## src/rtl/lcd_panel_power_up_sequencer_core_defines.svh

```systemverilog
// ----------------------------------------------------------------------------
// Assertion macros for the panel power-up sequencer
// Shared property forms; they expect clk and arst_n in the using scope.
// ----------------------------------------------------------------------------
`ifndef LCD_PANEL_POWER_UP_SEQUENCER_CORE_DEFINES_SVH
`define LCD_PANEL_POWER_UP_SEQUENCER_CORE_DEFINES_SVH

// same-cycle implication
`define LPPS_ASSERT_IMP(lbl, ante, cons, msg) \
	lbl: assert property (@(posedge clk) disable iff (!arst_n) (ante) |-> (cons)) \
		else $error(msg);

// next-cycle implication
`define LPPS_ASSERT_NXT(lbl, ante, cons, msg) \
	lbl: assert property (@(posedge clk) disable iff (!arst_n) (ante) |=> (cons)) \
		else $error(msg);

`endif

```

## src/rtl/lpps_pkg.sv

```systemverilog
// ----------------------------------------------------------------------------
// lpps_pkg
// Types, timing constants and the register set-up script of the sequencer.
// ----------------------------------------------------------------------------
`timescale 1ns / 1ps

package lpps_pkg;

	typedef enum logic [2:0] {
		PH_IDLE       = 3'd0,
		PH_RESET_LOW  = 3'd1,
		PH_RESET_HIGH = 3'd2,
		PH_SLEEP_OUT  = 3'd3,
		PH_CONFIG     = 3'd4,
		PH_DISPLAY_ON = 3'd5,
		PH_DONE       = 3'd6
	} phase_t;

	typedef enum logic [1:0] {
		JOB_STATUS  = 2'd0,
		JOB_SLEEP   = 2'd1,
		JOB_SETUP   = 2'd2,
		JOB_DISPLAY = 2'd3
	} job_kind_t;

	typedef struct packed {
		phase_t      phase;
		logic [31:0] start;
		logic        rst_line;
	} st_t;

	typedef struct packed {
		job_kind_t kind;
		logic      ready;
		logic      reset_level;
	} job_t;

	typedef struct packed {
		logic [7:0]  orientation;
		logic [11:0] col_off;
		logic [11:0] row_off;
		logic [11:0] width;
		logic [11:0] height;
	} panel_cfg_t;

	localparam logic MODE_START = 1'b0;

	localparam logic [2:0] REG_ORIENT = 3'd0;
	localparam logic [2:0] REG_COL    = 3'd1;
	localparam logic [2:0] REG_ROW    = 3'd2;
	localparam logic [2:0] REG_WIDTH  = 3'd3;
	localparam logic [2:0] REG_HEIGHT = 3'd4;

	localparam logic [31:0] DLY_RESET   = 32'd10;
	localparam logic [31:0] DLY_SLEEP   = 32'd5;
	localparam logic [31:0] DLY_CONFIG  = 32'd120;
	localparam logic [31:0] DLY_DISPLAY = 32'd20;

	localparam st_t ST_RESET = '{phase: PH_IDLE, start: 32'd0, rst_line: 1'b1};

	localparam logic [7:0] CMD_SLPOUT = 8'h11;
	localparam logic [7:0] CMD_INVON  = 8'h21;
	localparam logic [7:0] CMD_DISPON = 8'h29;
	localparam logic [7:0] CMD_CASET  = 8'h2A;
	localparam logic [7:0] CMD_RASET  = 8'h2B;
	localparam logic [7:0] CMD_RAMWR  = 8'h2C;

	// set-up script: bit 8 = parameter byte, bit 9 = take orientation from config
	localparam int SETUP_LEN = 61;
	localparam logic [5:0] SETUP_LAST = 6'(SETUP_LEN - 1);
	localparam logic [9:0] SETUP_ROM [0:SETUP_LEN-1] = '{
		10'h020,
		10'h0B2, 10'h10C, 10'h10C, 10'h100, 10'h133, 10'h133,
		10'h020,
		10'h0B7, 10'h156,
		10'h0BB, 10'h118,
		10'h0C0, 10'h12C,
		10'h0C2, 10'h101,
		10'h0C3, 10'h11F,
		10'h0C4, 10'h120,
		10'h0C6, 10'h10F,
		10'h0D0, 10'h1A6, 10'h1A1,
		10'h0E0, 10'h1D0, 10'h10D, 10'h114, 10'h10B, 10'h10B, 10'h107,
		10'h13A, 10'h144, 10'h150, 10'h108, 10'h113, 10'h113, 10'h12D, 10'h132,
		10'h0E1, 10'h1D0, 10'h10D, 10'h114, 10'h10B, 10'h10B, 10'h107,
		10'h13A, 10'h144, 10'h150, 10'h108, 10'h113, 10'h113, 10'h12D, 10'h132,
		10'h036, 10'h300,
		10'h03A, 10'h155,
		10'h0E7, 10'h100
	};

	function automatic logic [9:0] setup_word(input logic [5:0] idx);
		logic [9:0] w;
		w = 10'h000;
		if (idx <= SETUP_LAST) begin
			w = SETUP_ROM[idx];
		end
		return w;
	endfunction

endpackage

```

## src/rtl/lpps_state.sv

```systemverilog
// ----------------------------------------------------------------------------
// lpps_state
// Phase state held in a one-entry synchronous memory; read on accept,
// updated and written back as the word moves on to the emitter.
// ----------------------------------------------------------------------------
`timescale 1ns / 1ps

module lpps_state (
	input  logic          clk,
	input  logic          arst_n,
	input  logic          in_valid,
	output logic          in_ready,
	input  logic          in_mode,
	input  logic [31:0]   in_now,
	output logic          job_valid,
	input  logic          job_free,
	output lpps_pkg::job_t job
);
	import lpps_pkg::*;

	st_t         st_mem [0:0];
	logic        st_valid_q;
	st_t         st_rd_s1;
	logic        st_ok_s1;
	logic        vld_s1;
	logic        mode_s1;
	logic [31:0] now_s1;

	st_t         st_cur;
	st_t         st_next;
	logic [31:0] elapsed;
	logic        accept;
	logic        adv;

	assign adv       = vld_s1 & job_free;
	assign in_ready  = ~vld_s1 | job_free;
	assign accept    = in_valid & in_ready;
	assign job_valid = vld_s1;

	always_ff @(posedge clk) begin
		if (adv) begin
			st_mem[0] <= st_next;
		end
	end

	// read with write-through so a word following straight on sees the update
	always_ff @(posedge clk) begin
		if (accept) begin
			st_rd_s1 <= adv ? st_next : st_mem[0];
			mode_s1  <= in_mode;
			now_s1   <= in_now;
		end
	end

	always_ff @(posedge clk or negedge arst_n) begin
		if (!arst_n) begin
			st_valid_q <= 1'b0;
			st_ok_s1   <= 1'b0;
			vld_s1     <= 1'b0;
		end else begin
			if (adv) begin
				st_valid_q <= 1'b1;
			end
			if (accept) begin
				st_ok_s1 <= adv | st_valid_q;
			end
			if (accept) begin
				vld_s1 <= 1'b1;
			end else if (adv) begin
				vld_s1 <= 1'b0;
			end
		end
	end

	assign st_cur  = st_ok_s1 ? st_rd_s1 : ST_RESET;
	assign elapsed = now_s1 - st_cur.start;

	always_comb begin
		st_next   = st_cur;
		job.kind  = JOB_STATUS;
		job.ready = 1'b0;
		if (mode_s1 == MODE_START) begin
			st_next.phase = PH_RESET_LOW;
			st_next.start = 32'd0;
		end else begin
			unique case (st_cur.phase)
				PH_IDLE: begin
				end
				PH_RESET_LOW: begin
					st_next.rst_line = 1'b0;
					st_next.start    = now_s1;
					st_next.phase    = PH_RESET_HIGH;
				end
				PH_RESET_HIGH: begin
					if (elapsed >= DLY_RESET) begin
						st_next.rst_line = 1'b1;
						st_next.start    = now_s1;
						st_next.phase    = PH_SLEEP_OUT;
					end
				end
				PH_SLEEP_OUT: begin
					if (elapsed >= DLY_SLEEP) begin
						job.kind      = JOB_SLEEP;
						st_next.start = now_s1;
						st_next.phase = PH_CONFIG;
					end
				end
				PH_CONFIG: begin
					if (elapsed >= DLY_CONFIG) begin
						job.kind      = JOB_SETUP;
						st_next.start = now_s1;
						st_next.phase = PH_DISPLAY_ON;
					end
				end
				PH_DISPLAY_ON: begin
					if (elapsed >= DLY_DISPLAY) begin
						job.kind      = JOB_DISPLAY;
						job.ready     = 1'b1;
						st_next.phase = PH_DONE;
					end
				end
				PH_DONE: begin
					job.ready = 1'b1;
				end
				default: begin
					st_next.phase = PH_IDLE;
				end
			endcase
		end
		job.reset_level = st_next.rst_line;
	end

endmodule

```

## src/rtl/lpps_emit.sv

```systemverilog
// ----------------------------------------------------------------------------
// lpps_emit
// Expands a job into words in an output register, one per cycle if unstalled.
// ----------------------------------------------------------------------------
`timescale 1ns / 1ps

module lpps_emit (
	input  logic                clk,
	input  logic                arst_n,
	input  logic                job_valid,
	output logic                job_free,
	input  lpps_pkg::job_t      job,
	input  lpps_pkg::panel_cfg_t cfg,
	output logic                out_valid,
	input  logic                out_ready,
	output logic                out_reset_level,
	output logic                out_has_byte,
	output logic                out_is_data,
	output logic [7:0]          out_byte,
	output logic                out_last,
	output logic                out_ready_res
);
	import lpps_pkg::*;

	job_t        job_q;
	logic        job_vld_q;
	logic [5:0]  idx_q;

	logic        load;
	logic        w_last;
	logic        w_is_data;
	logic [7:0]  w_byte;
	logic [5:0]  last_idx;
	logic        win_en;
	logic [12:0] x_end;
	logic [12:0] y_end;
	logic [9:0]  rom_w;

	assign win_en = (cfg.width != 12'd0) && (cfg.height != 12'd0);
	assign x_end  = {1'b0, cfg.width} + {1'b0, cfg.col_off} - 13'd1;
	assign y_end  = {1'b0, cfg.height} + {1'b0, cfg.row_off} - 13'd1;
	assign rom_w  = setup_word(idx_q);

	always_comb begin
		unique case (job_q.kind)
			JOB_STATUS:  last_idx = 6'd0;
			JOB_SLEEP:   last_idx = 6'd0;
			JOB_SETUP:   last_idx = SETUP_LAST;
			JOB_DISPLAY: last_idx = win_en ? 6'd12 : 6'd1;
		endcase
	end

	always_comb begin
		w_is_data = 1'b0;
		w_byte    = 8'h00;
		unique case (job_q.kind)
			JOB_STATUS: begin
			end
			JOB_SLEEP: begin
				w_byte = CMD_SLPOUT;
			end
			JOB_SETUP: begin
				w_is_data = rom_w[8];
				w_byte    = rom_w[9] ? cfg.orientation : rom_w[7:0];
			end
			JOB_DISPLAY: begin
				w_is_data = 1'b1;
				unique case (idx_q)
					6'd0:  begin w_is_data = 1'b0; w_byte = CMD_INVON;  end
					6'd1:  begin w_is_data = 1'b0; w_byte = CMD_DISPON; end
					6'd2:  begin w_is_data = 1'b0; w_byte = CMD_CASET;  end
					6'd3:  w_byte = {4'h0, cfg.col_off[11:8]};
					6'd4:  w_byte = cfg.col_off[7:0];
					6'd5:  w_byte = {3'b000, x_end[12:8]};
					6'd6:  w_byte = x_end[7:0];
					6'd7:  begin w_is_data = 1'b0; w_byte = CMD_RASET;  end
					6'd8:  w_byte = {4'h0, cfg.row_off[11:8]};
					6'd9:  w_byte = cfg.row_off[7:0];
					6'd10: w_byte = {3'b000, y_end[12:8]};
					6'd11: w_byte = y_end[7:0];
					default: begin w_is_data = 1'b0; w_byte = CMD_RAMWR; end
				endcase
			end
		endcase
	end

	assign w_last   = (idx_q == last_idx);
	assign load     = job_vld_q & (~out_valid | out_ready);
	assign job_free = ~job_vld_q | (load & w_last);

	always_ff @(posedge clk or negedge arst_n) begin
		if (!arst_n) begin
			job_vld_q <= 1'b0;
			idx_q     <= 6'd0;
			out_valid <= 1'b0;
		end else begin
			if (job_free && job_valid) begin
				job_vld_q <= 1'b1;
				idx_q     <= 6'd0;
			end else if (load && w_last) begin
				job_vld_q <= 1'b0;
			end else if (load) begin
				idx_q <= idx_q + 6'd1;
			end
			if (load) begin
				out_valid <= 1'b1;
			end else if (out_ready) begin
				out_valid <= 1'b0;
			end
		end
	end

	always_ff @(posedge clk) begin
		if (job_free && job_valid) begin
			job_q <= job;
		end
		if (load) begin
			out_reset_level <= job_q.reset_level;
			out_has_byte    <= (job_q.kind != JOB_STATUS);
			out_is_data     <= w_is_data;
			out_byte        <= w_byte;
			out_last        <= w_last;
			out_ready_res   <= job_q.ready;
		end
	end

endmodule

```

## src/rtl/lcd_panel_power_up_sequencer_core.sv

```systemverilog
// ----------------------------------------------------------------------------
// lcd_panel_power_up_sequencer_core
// Timed reset, sleep-out, register set-up and display-on for an SPI TFT panel.
// ----------------------------------------------------------------------------
// A start word (tuser 0) arms the sequence; each poll word (tuser 1) carries the
// millisecond tick in tdata and may advance one phase. Start words and polls that
// send nothing give a single status word and are taken back to back, one per
// cycle while the output is not stalled; each word passes the state stage and the
// emitter's job and output registers. A poll that sends bytes holds the
// output for one word per byte: 1 (sleep-out), 61 (register set-up) and 2 or 13
// (display-on plus window) words, paced by the byte emitter; one further input
// word is taken and held meanwhile. Phase, phase start time and the reset line
// live in a one-entry state memory read as a word is taken and written back as
// it passes to the emitter, with the write forwarded to a word taken that cycle.
// No clearing pass is needed after reset. Configuration is accepted every cycle
// and should only change while the block is idle.
`timescale 1ns / 1ps
`include "lcd_panel_power_up_sequencer_core_defines.svh"

module lcd_panel_power_up_sequencer_core (
	input  logic        clk,
	input  logic        arst_n,
	input  logic        s_tvalid,
	output logic        s_tready,
	input  logic [31:0] s_tdata,   // [31:0] now_ms
	input  logic        s_tuser,   // [0] mode
	output logic        m_tvalid,
	input  logic        m_tready,
	output logic [15:0] m_tdata,   // [0] reset_level, [1] has_byte, [9:2] byte_value,
	                               // [10] ready_res, [15:11] zero
	output logic        m_tuser,   // [0] is_data
	output logic        m_tlast,
	input  logic        cfg_valid,
	output logic        cfg_ready,
	input  logic [2:0]  cfg_index,
	input  logic [11:0] cfg_data
);
	import lpps_pkg::*;

	panel_cfg_t cfg_q;
	job_t       job;
	logic       job_valid;
	logic       job_free;
	logic       o_reset_level;
	logic       o_has_byte;
	logic [7:0] o_byte;
	logic       o_ready_res;

	assign cfg_ready = 1'b1;

	always_ff @(posedge clk or negedge arst_n) begin
		if (!arst_n) begin
			cfg_q.orientation <= 8'd0;
			cfg_q.col_off     <= 12'd0;
			cfg_q.row_off     <= 12'd0;
			cfg_q.width       <= 12'd240;
			cfg_q.height      <= 12'd320;
		end else if (cfg_valid) begin
			unique case (cfg_index)
				REG_ORIENT: cfg_q.orientation <= cfg_data[7:0];
				REG_COL:    cfg_q.col_off     <= cfg_data;
				REG_ROW:    cfg_q.row_off     <= cfg_data;
				REG_WIDTH:  cfg_q.width       <= cfg_data;
				REG_HEIGHT: cfg_q.height      <= cfg_data;
				default: begin
				end
			endcase
		end
	end

	lpps_state u_state (
		.clk       (clk),
		.arst_n    (arst_n),
		.in_valid  (s_tvalid),
		.in_ready  (s_tready),
		.in_mode   (s_tuser),
		.in_now    (s_tdata),
		.job_valid (job_valid),
		.job_free  (job_free),
		.job       (job)
	);

	lpps_emit u_emit (
		.clk             (clk),
		.arst_n          (arst_n),
		.job_valid       (job_valid),
		.job_free        (job_free),
		.job             (job),
		.cfg             (cfg_q),
		.out_valid       (m_tvalid),
		.out_ready       (m_tready),
		.out_reset_level (o_reset_level),
		.out_has_byte    (o_has_byte),
		.out_is_data     (m_tuser),
		.out_byte        (o_byte),
		.out_last        (m_tlast),
		.out_ready_res   (o_ready_res)
	);

	assign m_tdata = {5'b00000, o_ready_res, o_byte, o_has_byte, o_reset_level};

	// ready is only ever reported with the panel out of reset
	`LPPS_ASSERT_IMP(a_ready_released, m_tvalid && o_ready_res, o_reset_level,
		"ready reported while panel reset asserted")
	// a status word is always alone and carries no byte
	`LPPS_ASSERT_IMP(a_status_alone, m_tvalid && !o_has_byte,
		m_tlast && !m_tuser && (o_byte == 8'h00), "malformed status word")
	// emitter check: after a waiting job meets a free slot, m_tvalid, job_valid or s_tready is high
	`LPPS_ASSERT_NXT(a_job_taken, job_valid && job_free, u_emit_busy_chk(),
		"job not taken by emitter")

	function automatic logic u_emit_busy_chk();
		return m_tvalid | job_valid | s_tready;
	endfunction

endmodule

```

## config.mk

```make
export PLATFORM = sky130hd
export DESIGN_NAME = lcd_panel_power_up_sequencer_core
export DESIGN_NICKNAME = d
export VERILOG_FILES = /design/src/rtl/lpps_pkg.sv /design/src/rtl/lpps_state.sv /design/src/rtl/lpps_emit.sv /design/src/rtl/lcd_panel_power_up_sequencer_core.sv
export VERILOG_INCLUDE_DIRS = /design/src /design/src/rtl
export SDC_FILE = /design/constraint.sdc
export NUM_CORES = 1
export LEC_CHECK = 0
export ABC_AREA = 1
export BUFFER_PORTS_ARGS = -buffer_cell sky130_fd_sc_hd__buf_2
export CAP_MARGIN = 20
export CORE_MARGIN = 8
export CORE_UTILIZATION = 55
export CTS_CLUSTER_SIZE = 20
export DETAILED_ROUTE_END_ITERATION = 6
export GPL_ROUTABILITY_DRIVEN = 0
export PLACE_DENSITY = 0.77
export SYNTH_ARGS = -nofsm -noshare
export SYNTH_HDL_FRONTEND = slang
export SYNTH_HIERARCHICAL = 1
export SYNTH_SLANG_ARGS = --single-unit
export TNS_END_PERCENT = 10
```

## constraint.sdc

```tcl
create_clock -name clk -period 5.5 [get_ports clk]
set_clock_uncertainty 0.1 [all_clocks]
set_input_delay 0.825 -clock clk [delete_from_list [all_inputs] [get_ports clk]]
set_output_delay 0.825 -clock clk [all_outputs]
set_load 0.02 [all_outputs]
```

# Word-level counts from Yosys, hierarchy flattened
# Memory sizes are Yosys's and may differ from the RTL's. A register that Yosys moved wholly into a read port is not among the register bits.
# Cells that the tools add are included.
[op_classes] n_shift=0 addsub=6 div_mod_pow=0 bitwise_logic=12 n_eq_ne=26 n_mul=0 muxes=36 order_cmp=6 n_reduce_logical=23
[ops] cell="$pmux 32 s4" n=1
[ops] cell="$mux 35" n=3
[ops] cell="$pmux 8 s12" n=1
[ops] cell="$mux 36" n=2
[ops] cell="$ge 32x3->1 const B" n=1
[ops] cell="$ge 32x4->1 const B" n=1
[ops] cell="$ge 32x5->1 const B" n=1
[ops] cell="$ge 32x7->1 const B" n=1
[ops] cell="$sub 32x32->32" n=1
[ops] cell="$mux 10" n=3
[ops] cell="$add 12x12->13" n=2
[ops] cell="$sub 13x1->13 const B" n=2
[ops] cell="$eq 6x3->1 const B" n=4
[ops] cell="$eq 6x4->1 const B" n=4
[ops] cell="$pmux 8 s3" n=1
[ops] cell="$reduce_bool 12->1" n=2
[ops] cell="$mux 6" n=3
[ops] cell="$pmux 3 s6" n=1
[ops] cell="$pmux 6 s3" n=1
[ops] cell="$eq 3x2->1 const B" n=4
[ops] cell="$eq 3x3->1 const B" n=4
[ops] cell="$eq 6x2->1 const B" n=2
[ops] cell="$reduce_and 2->1" n=6
[ops] cell="$mux 1" n=11
[ops] cell="other kinds (26)" n=47
[word_totals] ff_bits=117 latch_bits=0 in_bits=53 wordCells=133 mem_count=2 mem_bits_ro=640 ramBits=36 out_inout_bits=21
[memory_table] name="(no name shown)" words=64 width=10 read_ports=1 rd_ports_with_merged_regs=0 wr=0 line_no="lpps_pkg.sv:96" rtl="w = SETUP_ROM[idx];"
[memory_table] name="u_state.st_mem" words=1 width=36 read_ports=1 rd_ports_with_merged_regs=1 wr=1 line_no="lpps_state.sv:21" rtl="st_t st_mem [0:0];"

# Logic depth before layout (Yosys ltp)
# Gate-level depths: netlist (run 1).
[depth] ltp_word=10 depth_mapped=28 mapped_depth_nobuf=25

# By module
# The synthesis (run 1) kept the hierarchy.
[by_module_without_submodules] mod="lpps_state" instances=1 area_per_inst_um2=7422.1 cells_per_inst=1110 seq_area_each_um2=2867.8
[by_module_without_submodules] mod="lpps_emit" instances=1 area_per_inst_um2=4322.9 cells_per_inst=685 seq_area_each_um2=710.7
[by_module_without_submodules] mod="lcd_panel_power_up_sequencer_core" instances=1 area_per_inst_um2=2318.5 cells_per_inst=267 seq_area_each_um2=1408.9

# Worst setup path before layout (run 1)
# Ideal clock, no wire load.
[synth_timing] path_kind="input-to-reg" from="input port m_tready" to="register u_state.mode_s1 (enable)" path_slack_ns=-0.134 path_buffers=0 path_stages=8 required_time_ns=4.878 setup_ns=0.522 t_arrival_ns=5.012 path_cell_list="inv_1 -> nand2_1 -> nand2_1 -> inv_1 -> nand2_2 -> nand2_4 -> inv_1 -> a21oi_1"
[synth_between] elab_chain_cells=6
[synth_rtl] element="start, declared" line_no="lcd_panel_power_up_sequencer_core.sv:28" rtl="input logic m_tready,"
[synth_rtl] element="$or 1x1->1" line_no="lpps_emit.sv:88" rtl="assign load = job_vld_q & (~out_valid | out_ready);"
[synth_rtl] element="$and 1x1->1" line_no="lpps_emit.sv:88"
[synth_rtl] element="named net u_emit.load" line_no="lpps_emit.sv:29" rtl="logic load;"
[synth_rtl] element="$and 1x1->1" line_no="lpps_emit.sv:89" rtl="assign job_free = ~job_vld_q | (load & w_last);"
[synth_rtl] element="$or 1x1->1" line_no="lpps_emit.sv:89"
[synth_rtl] element="named net job_free" line_no="lcd_panel_power_up_sequencer_core.sv:43" rtl="logic job_free;"
[synth_rtl] element="$or 1x1->1" line_no="lpps_state.sv:36" rtl="assign in_ready = ~vld_s1 | job_free;"
[synth_rtl] element="$and 1x1->1" line_no="lpps_state.sv:37" rtl="assign accept = in_valid & in_ready;"
[synth_rtl] element="named net u_state.accept" line_no="lpps_state.sv:32" rtl="logic accept;"
[synth_rtl] element="end signal, assigned" line_no="lpps_state.sv:50" rtl="mode_s1 <= in_mode;"
[synth_rtl] element="end, declared" line_no="lpps_state.sv:26" rtl="logic mode_s1;"
# The timed path passes the listed nets, and every way through them passes these cells.
# A chain may end at the register's enable or synchronous reset.

==> metrics.txt, run 1 <==
status=finished, violations left; failing checks=design-rule violations; syn avg cell area=just under 7 um^2; post-layout instance area=between 15,000 and 20,000 um^2; Slowest Stage Delay on Critical Path=a little over 600 ps; CTS Hold Buffers Added=0; max_slew headroom=0.410; global-route wire length before repair=60,500 um; Post-synth EDFFs=between 80 and 90; Worst Path Arrival=~4600 ps; vias per cell=between 5 and 6; CTS tree=yes; Synth cell types=60; initial core utilization=0.558; DIE AREA=around 31,000 um^2; buffers and inverters on the worst path=3; Chip Width=between 150 and 200 um; Post-CTS Setup Repair Bufs=0; placed wire-length estimate=27,200 um; DRC errors left=1; Leak=roughly 0.008 uW; gr ovfl total=0; post-route insts no fill=~2.4k; Ant. Diodes=0; startpoint type of the worst setup path=register; PD cells=434 nW/um^2; fin nets=2,250; DRT Wirelength=approximately 36,000 um; # IOs=74; Placed Area=14,500 um^2; CP Capture Type=register; Final Critical Period=~4400 ps; ANT nets after route=0; Worst Tran Pin Value=roughly 900 ps; largest buffer count on any clock path=2; Core Area=between 20,000 and 30,000 um^2; via count=13.2k; fillers=between 2k and 2.5k; fin util=0.600; CP cell instances=buf_4 > nand2_1 > ha_1 > nand2_1 > nor2_2 > nand2_1 > clkinv_1 > nand2_2 > nand2_2 > nand2_2 > nand2_1 > nand2_1 > nand2_1 > nor2_1 > nand2_1 > nor2_4 > nand4_1 > nand2_1 > nor2_2 > buf_4 > nand2_1 > nand2_1 > nand2_1 > nand2_1; period utilisation layout=0.798; 1st-iter DRT viols=around 1.0k; clk sinks=189; root cell of the clock tree=clkbuf_16; total CTS buffers=17; CP max-delay cell=dfrtp_1; Most common cell on crit path=nand2_1; post-synthesis cell count=roughly 2.1k; Fmax=~230 MHz; worst setup margin=between 1000 and 1500 ps; Peak supply drop=~0.21 mV; asr flop ratio synth=0.354; GRT Overall Usage=0.238; unrepaired setup endpoints after global routing=false; vias in the first global route=12.8k; Reg clk slew, reported paths=around 70 ps; Port Buffers=67; total iterations of the first detailed-routing run=7; FF+latch count, synth=roughly 190; synthesized cell area=~14,000 um^2; CP Class=register to register; DR WL/cell=roughly 15 um; worst hold path class=register to register; final setup fails=0; Worst Path Max Fanout=23; Seq/Total Area, Yosys=0.355; Sum Neg Setup Slack=0 ps; # H-tree levels=4; Final Hold Violating Endpoints=0; worst skew pair latency=about 450 ps; Maximum Capacitance Violations=0; ys flop type=edfxtp_1; area grow syn2layout=7.45%; Die Height=176 um; Slew Viols, Final=0; largest net degree at the start of global routing=68; share of layout cells above drive strength 1=0.0996; Required @ worst endpoint=~5700 ps; largest delay contributor family on the critical path=simple AND/OR/NAND/NOR gates; Post-CTS Resized=0; pre-CTS setup slack=between 1000 and 1500 ps; row cnt=just under 60; placed insts=between 2k and 2.5k; initial antenna violation count=0; Ys Warns=6
-- path summary, 6_finish.rpt --
check	start	endpoint	slack (ps)	cells after the start
worst max-delay path	u_state/st_ok_s1	u_state/st_rd_s1[7]	1110	24
worst min-delay path	u_state/st_mem[0][22]	u_state/st_mem[0][22]	350	2
worst max register to register	u_state/st_ok_s1	u_state/st_rd_s1[7]	1110	24
worst min register to register	u_state/st_mem[0][22]	u_state/st_mem[0][22]	350	2
max in group asynchronous	arst_n	u_emit/idx_q[0]	4250	2
min in group asynchronous	arst_n	cfg_q[1]	460	2
-- kinds of logic after synthesis --
kind of cell,after synthesis,synth area share
xor gates and xnor gates,15,0.00934
buffers and inverters,423,0.127
adders and majority gates,91,0.0826
other,2,0.000534
and+or+nand+nor,1189,0.360
AOI/OAI and AO/OA,153,0.0664
DFF,189,0.355
-- per-layer routing --
metal,global-route usage,vias up,wire [um]
met2,0.423,608,17700
met3,0.0294,148,2370
met1,0.271,5905,14400
met5,0,-,0
met4,0.138,0,1880
li1,-,6521,-
-- worst register-to-register path, cell delays in order (launching register included) --
cell and delay [ps]:
dfrtp_1 620, buf_4 360, nand2_1 130, ha_1 410
nand2_1 150, nor2_2 220, nand2_1 90, clkinv_1 90
nand2_2 70, nand2_2 110, nand2_2 80, nand2_1 70
nand2_1 50, nand2_1 50, nor2_1 40, nand2_1 90
nor2_4 60, nand4_1 100, nand2_1 80, nor2_2 610
buf_4 370, nand2_1 90, nand2_1 80, nand2_1 40
nand2_1 80
-- per-stage QoR --
stage | power, uW | hold WS, ps
3_5_place_dp | 5220 | 335
5_1_grt | 7080 | 359
6_report | 6570 | 348
2_1_floorplan | 4490 | 300
3_3_place_gp | 5160 | 328
4_1_cts | 6510 | 351
-- cell type report --
type / count / area [um^2] / share of cell area
tap: 330 / 413 / 0.0273
clock buffer: 19 / 475 / 0.0315
clock inverter: 13 / 130 / 0.00861
timing repair buffer: 76 / 403 / 0.0267
sequential: 189 / 4990 / 0.330
multi-input combinational: 1454 / 7320 / 0.484
inverter: 368 / 1380 / 0.0916
-- where the power goes --
group / switching (uW) / total, uW / internal, uW
Clock: 611 / 1270 / 661
Combinational: 2190 / 3290 / 1100
Sequential: 234 / 2000 / 1770
Total: 3030 / 6570 / 3530
-- cells in the final DEF, fill, tap and decap left out, types with 3 or more instances in the layout --
cell type,Yosys,layout
dfstp_2,6,6
conb_1,2,6
nand4_1,22,22
inv_6,0,5
nand2_1,772,772
ha_1,88,88
o21ai_1,6,6
o211ai_1,6,6
nand2_2,17,17
nand3_2,4,4
nor2_1,139,138
edfxtp_1,86,86
inv_1,347,347
nor2_4,10,10
o21bai_1,3,3
dfrtp_1,61,61
a21oi_2,3,3
nand3b_1,6,6
inv_8,0,4
a31oi_1,10,10
clkbuf_16,0,19
o2111ai_1,8,8
nand2_4,4,4
inv_2,18,18
o221ai_1,3,3
o21ai_0,36,36
xnor2_1,6,6
nor2_2,23,24
buf_4,13,9
dfxtp_1,36,36
or2_2,9,9
buf_2,18,67
nand3_1,156,156
nor3_1,18,18
xor2_1,9,9
fa_1,3,3
a21oi_1,56,55
-- registers in the layout (all words and copies together), names as in the netlist --
register / flops
cfg_q: 56
u_emit/idx_q: 6
u_emit/job_q: 4
u_emit/job_vld_q: 1
u_emit/out_byte: 8
u_emit/out_has_byte: 1
u_emit/out_is_data: 1
u_emit/out_last: 1
u_emit/out_ready_res: 1
u_emit/out_reset_level: 1
u_emit/out_valid: 1
u_state/job_valid: 1
u_state/mode_s1: 1
u_state/now_s1: 32
u_state/st_mem: 36
u_state/st_ok_s1: 1
u_state/st_rd_s1: 36
u_state/st_valid_q: 1
-- Yosys cell counts, types with 22 or more instances --
| cell | n | area (um^2) |
|---|---|---|
| a21oi_1 | 56 | 280 |
| dfrtp_1 | 61 | 1530 |
| dfxtp_1 | 36 | 721 |
| edfxtp_1 | 86 | 2580 |
| ha_1 | 88 | 1100 |
| inv_1 | 347 | 1300 |
| nand2_1 | 772 | 2900 |
| nand3_1 | 156 | 781 |
| nand4_1 | 22 | 138 |
| nor2_1 | 139 | 522 |
| nor2_2 | 23 | 144 |
| o21ai_0 | 36 | 180 |
No activity file was read; power rests on OpenSTA's default activity.
==> run 2, diff against run 1 <==
- clock period: 5.5 -> 3.8 ns (I/O delays scaled with it)
==> run 2 against run 1 <==
Effect of this change:
- largest power group unchanged
- non-clock buffer count is 17 higher
- clock power is 40% higher
- cell area is 1.5% higher
- critical endpoint is now u_state/st_rd_s1[8]
- the flow now finishes without violations
==> metrics.txt, run 2 (same netlist as run 1, synthesis figures left out) <==
gr ovfl total=0; # H-tree levels=4; CP Class=register to register; post-layout instance area=roughly 15,000 um^2; Core Area=between 20,000 and 30,000 um^2; DRC errors left=0; via count=13.2k; largest buffer count on any clock path=2; Worst Path Arrival=around 3700 ps; Sw Share=0.462; post-route insts no fill=~2.5k; initial core utilization=0.558; Ant. Diodes=0; Chip Width=between 150 and 200 um; largest net degree at the start of global routing=slightly above 70; sw power=~4400 uW; clk sinks=189; Required @ worst endpoint=~3900 ps; Largest Register=cfg_q; commonest non-fill, non-tap cell in the layout=nand2_1; GRT Overall Usage=0.235; pre-CTS setup slack=just under 50 ps; Worst Path Max Fanout=17; fin nets=roughly 2.3k; Leak=slightly above 0.008 uW; final setup fails=0; Worst Tran Pin Value=around 850 ps; max reg flops=between 50 and 60; placed wire-length estimate=between 20,000 and 30,000 um; startpoint type of the worst setup path=register; Port Buffers=67; total power=approximately 9600 uW; worst skew pair latency=approximately 440 ps; # IOs=74; worst setup margin=roughly 230 ps; global-route wire length before repair=~60,000 um; Fmax=280 MHz; Peak supply drop=0.301 mV; Die Height=176 um; CTS tree=yes; Final Hold Violating Endpoints=0; root cell of the clock tree=clkbuf_16; DR WL/cell=14.8 um; largest registers=cfg_q x56, u_state/st_mem x36, u_state/st_rd_s1 x36; vias per cell=around 5.4; ANT nets after route=0; period utilisation layout=0.940; DRT Wirelength=roughly 37,000 um; CTS Hold Buffers Added=0; Clk pwr share=0.186; placed insts=approximately 2.4k; Final Hold Slack=between 200 and 250 ps; register area=4990 um^2; Combinational Power Share=0.518; area of the multi-input gates=7370 um^2; Slew Viols, Final=0; CP Capture Type=register; PD cells=a little over 600 nW/um^2; area grow syn2layout=9.11%; max_slew headroom=0.436; total iterations of the first detailed-routing run=7; DIE AREA=a little over 30,000 um^2; row cnt=just under 60; worst hold path class=input port to register; fillers=between 2k and 2.5k; Int Pwr=approximately 5100 uW; register share of total power=0.296; share of layout cells above drive strength 1=0.114; total CTS buffers=17; most frequent cells in the layout=nand2_1 (769), inv_1 (347), nand3_1 (154); Reg clk slew, reported paths=about 80 ps; 1st-iter DRT viols=1,023; Placed Area=approximately 15,000 um^2; status=complete, no violations; Maximum Capacitance Violations=0; vias in the first global route=12.9k; initial antenna violation count=0; Final Critical Period=around 3600 ps
==> run 2: cell count changes in the layout (fill, tap and decap cells not counted), sizes merged <==
cell | previous run | this run
buf | 76 | 93
clkbuf | 19 | 17
clkinv | 4 | 8
clkinvlp | 1 | 0
inv | 376 | 375
==> run 2: repair_timing <==
| action | 4_1_cts | 5_1_grt |
|---|---|---|
| resized for setup | 1 | 21 |
| setup buffers | 0 | 4 |
| pin swaps | 0 | 2 |
| setup endpoints to repair | 17 | 64 |
| hold endpoints to repair | 0 | 0 |
| cloned | 0 | 0 |
==> run 2: power groups by stage <==
stage	combinational, uW	sequential (uW)	clock, uW
finish	4960	2830	1780
global route	5560	2870	1890
CTS	4790	2830	1820
detailed placement	4740	2860	0
global placement	4680	2860	0
floorplan	3710	2790	0
==> run 2: metal layers <==
| layer | wire [um] | up-vias | GRT usage | part of all wire |
|---|---|---|---|---|
| li1 | - | 6562 | - | - |
| met1 | 14000 | 5946 | 0.258 | 0.38 |
| met2 | 17900 | 559 | 0.418 | 0.49 |
| met3 | 2360 | 172 | 0.0371 | 0.065 |
| met4 | 2290 | 0 | 0.153 | 0.062 |
| met5 | 0 | - | 0 | 0 |
==> run 2: area by class of cell <==
cell class / count / share of cell area
Multi-Input combinational cell: 1454 / 0.480
Sequential cell: 189 / 0.325
Clock buffer: 17 / 0.0277
Tap cell: 330 / 0.0269
Timing Repair Buffer: 93 / 0.0388
Inverter: 368 / 0.0905
Clock inverter: 15 / 0.0106
==> run 2: worst max-delay path: stages (launching register included) <==
cell and delay (ps):
dfrtp_1 430, buf_8 180, nand2_1 90, ha_1 370, nand2_2 120, inv_2 80, nand2_2 80, nor3_2 150
nand2_1 110, nand2_1 150, nand2_1 60, nand2_1 60, nand2_1 50, nor2_1 230, nand2_2 120, nor2_2 140
nand4_1 140, nand2_1 140, nor2_4 90, buf_12 160, nand2_1 60, nand2_1 50, nand2_1 50, nand2_1 80
==> run 2: stage by stage <==
stage / utilization / setup TNS, ps
finish: 0.609 / 0
global route: 0.609 / -23.8
CTS: 0.605 / 0
detailed placement: 0.581 / 0
global placement: 0.581 / 0
floorplan: - / 0
==> run 2: final timing paths <==
| path | from | endpoint | slack [ps] | depth (start not counted) |
|---|---|---|---|---|
| worst max-delay path | u_state/st_ok_s1 | u_state/st_rd_s1[8] | 230 | 23 |
| worst min-delay path | s_tdata[9] | u_state/now_s1[9] | 200 | 1 |
| worst max register to register | u_state/st_ok_s1 | u_state/st_rd_s1[8] | 230 | 23 |
| worst min register to register | u_emit/job_q[1] | u_emit/out_ready_res | 340 | 0 |
| max in group asynchronous | arst_n | u_state/st_valid_q | 2820 | 2 |
| min in group asynchronous | arst_n | cfg_q[39] | 220 | 2 |
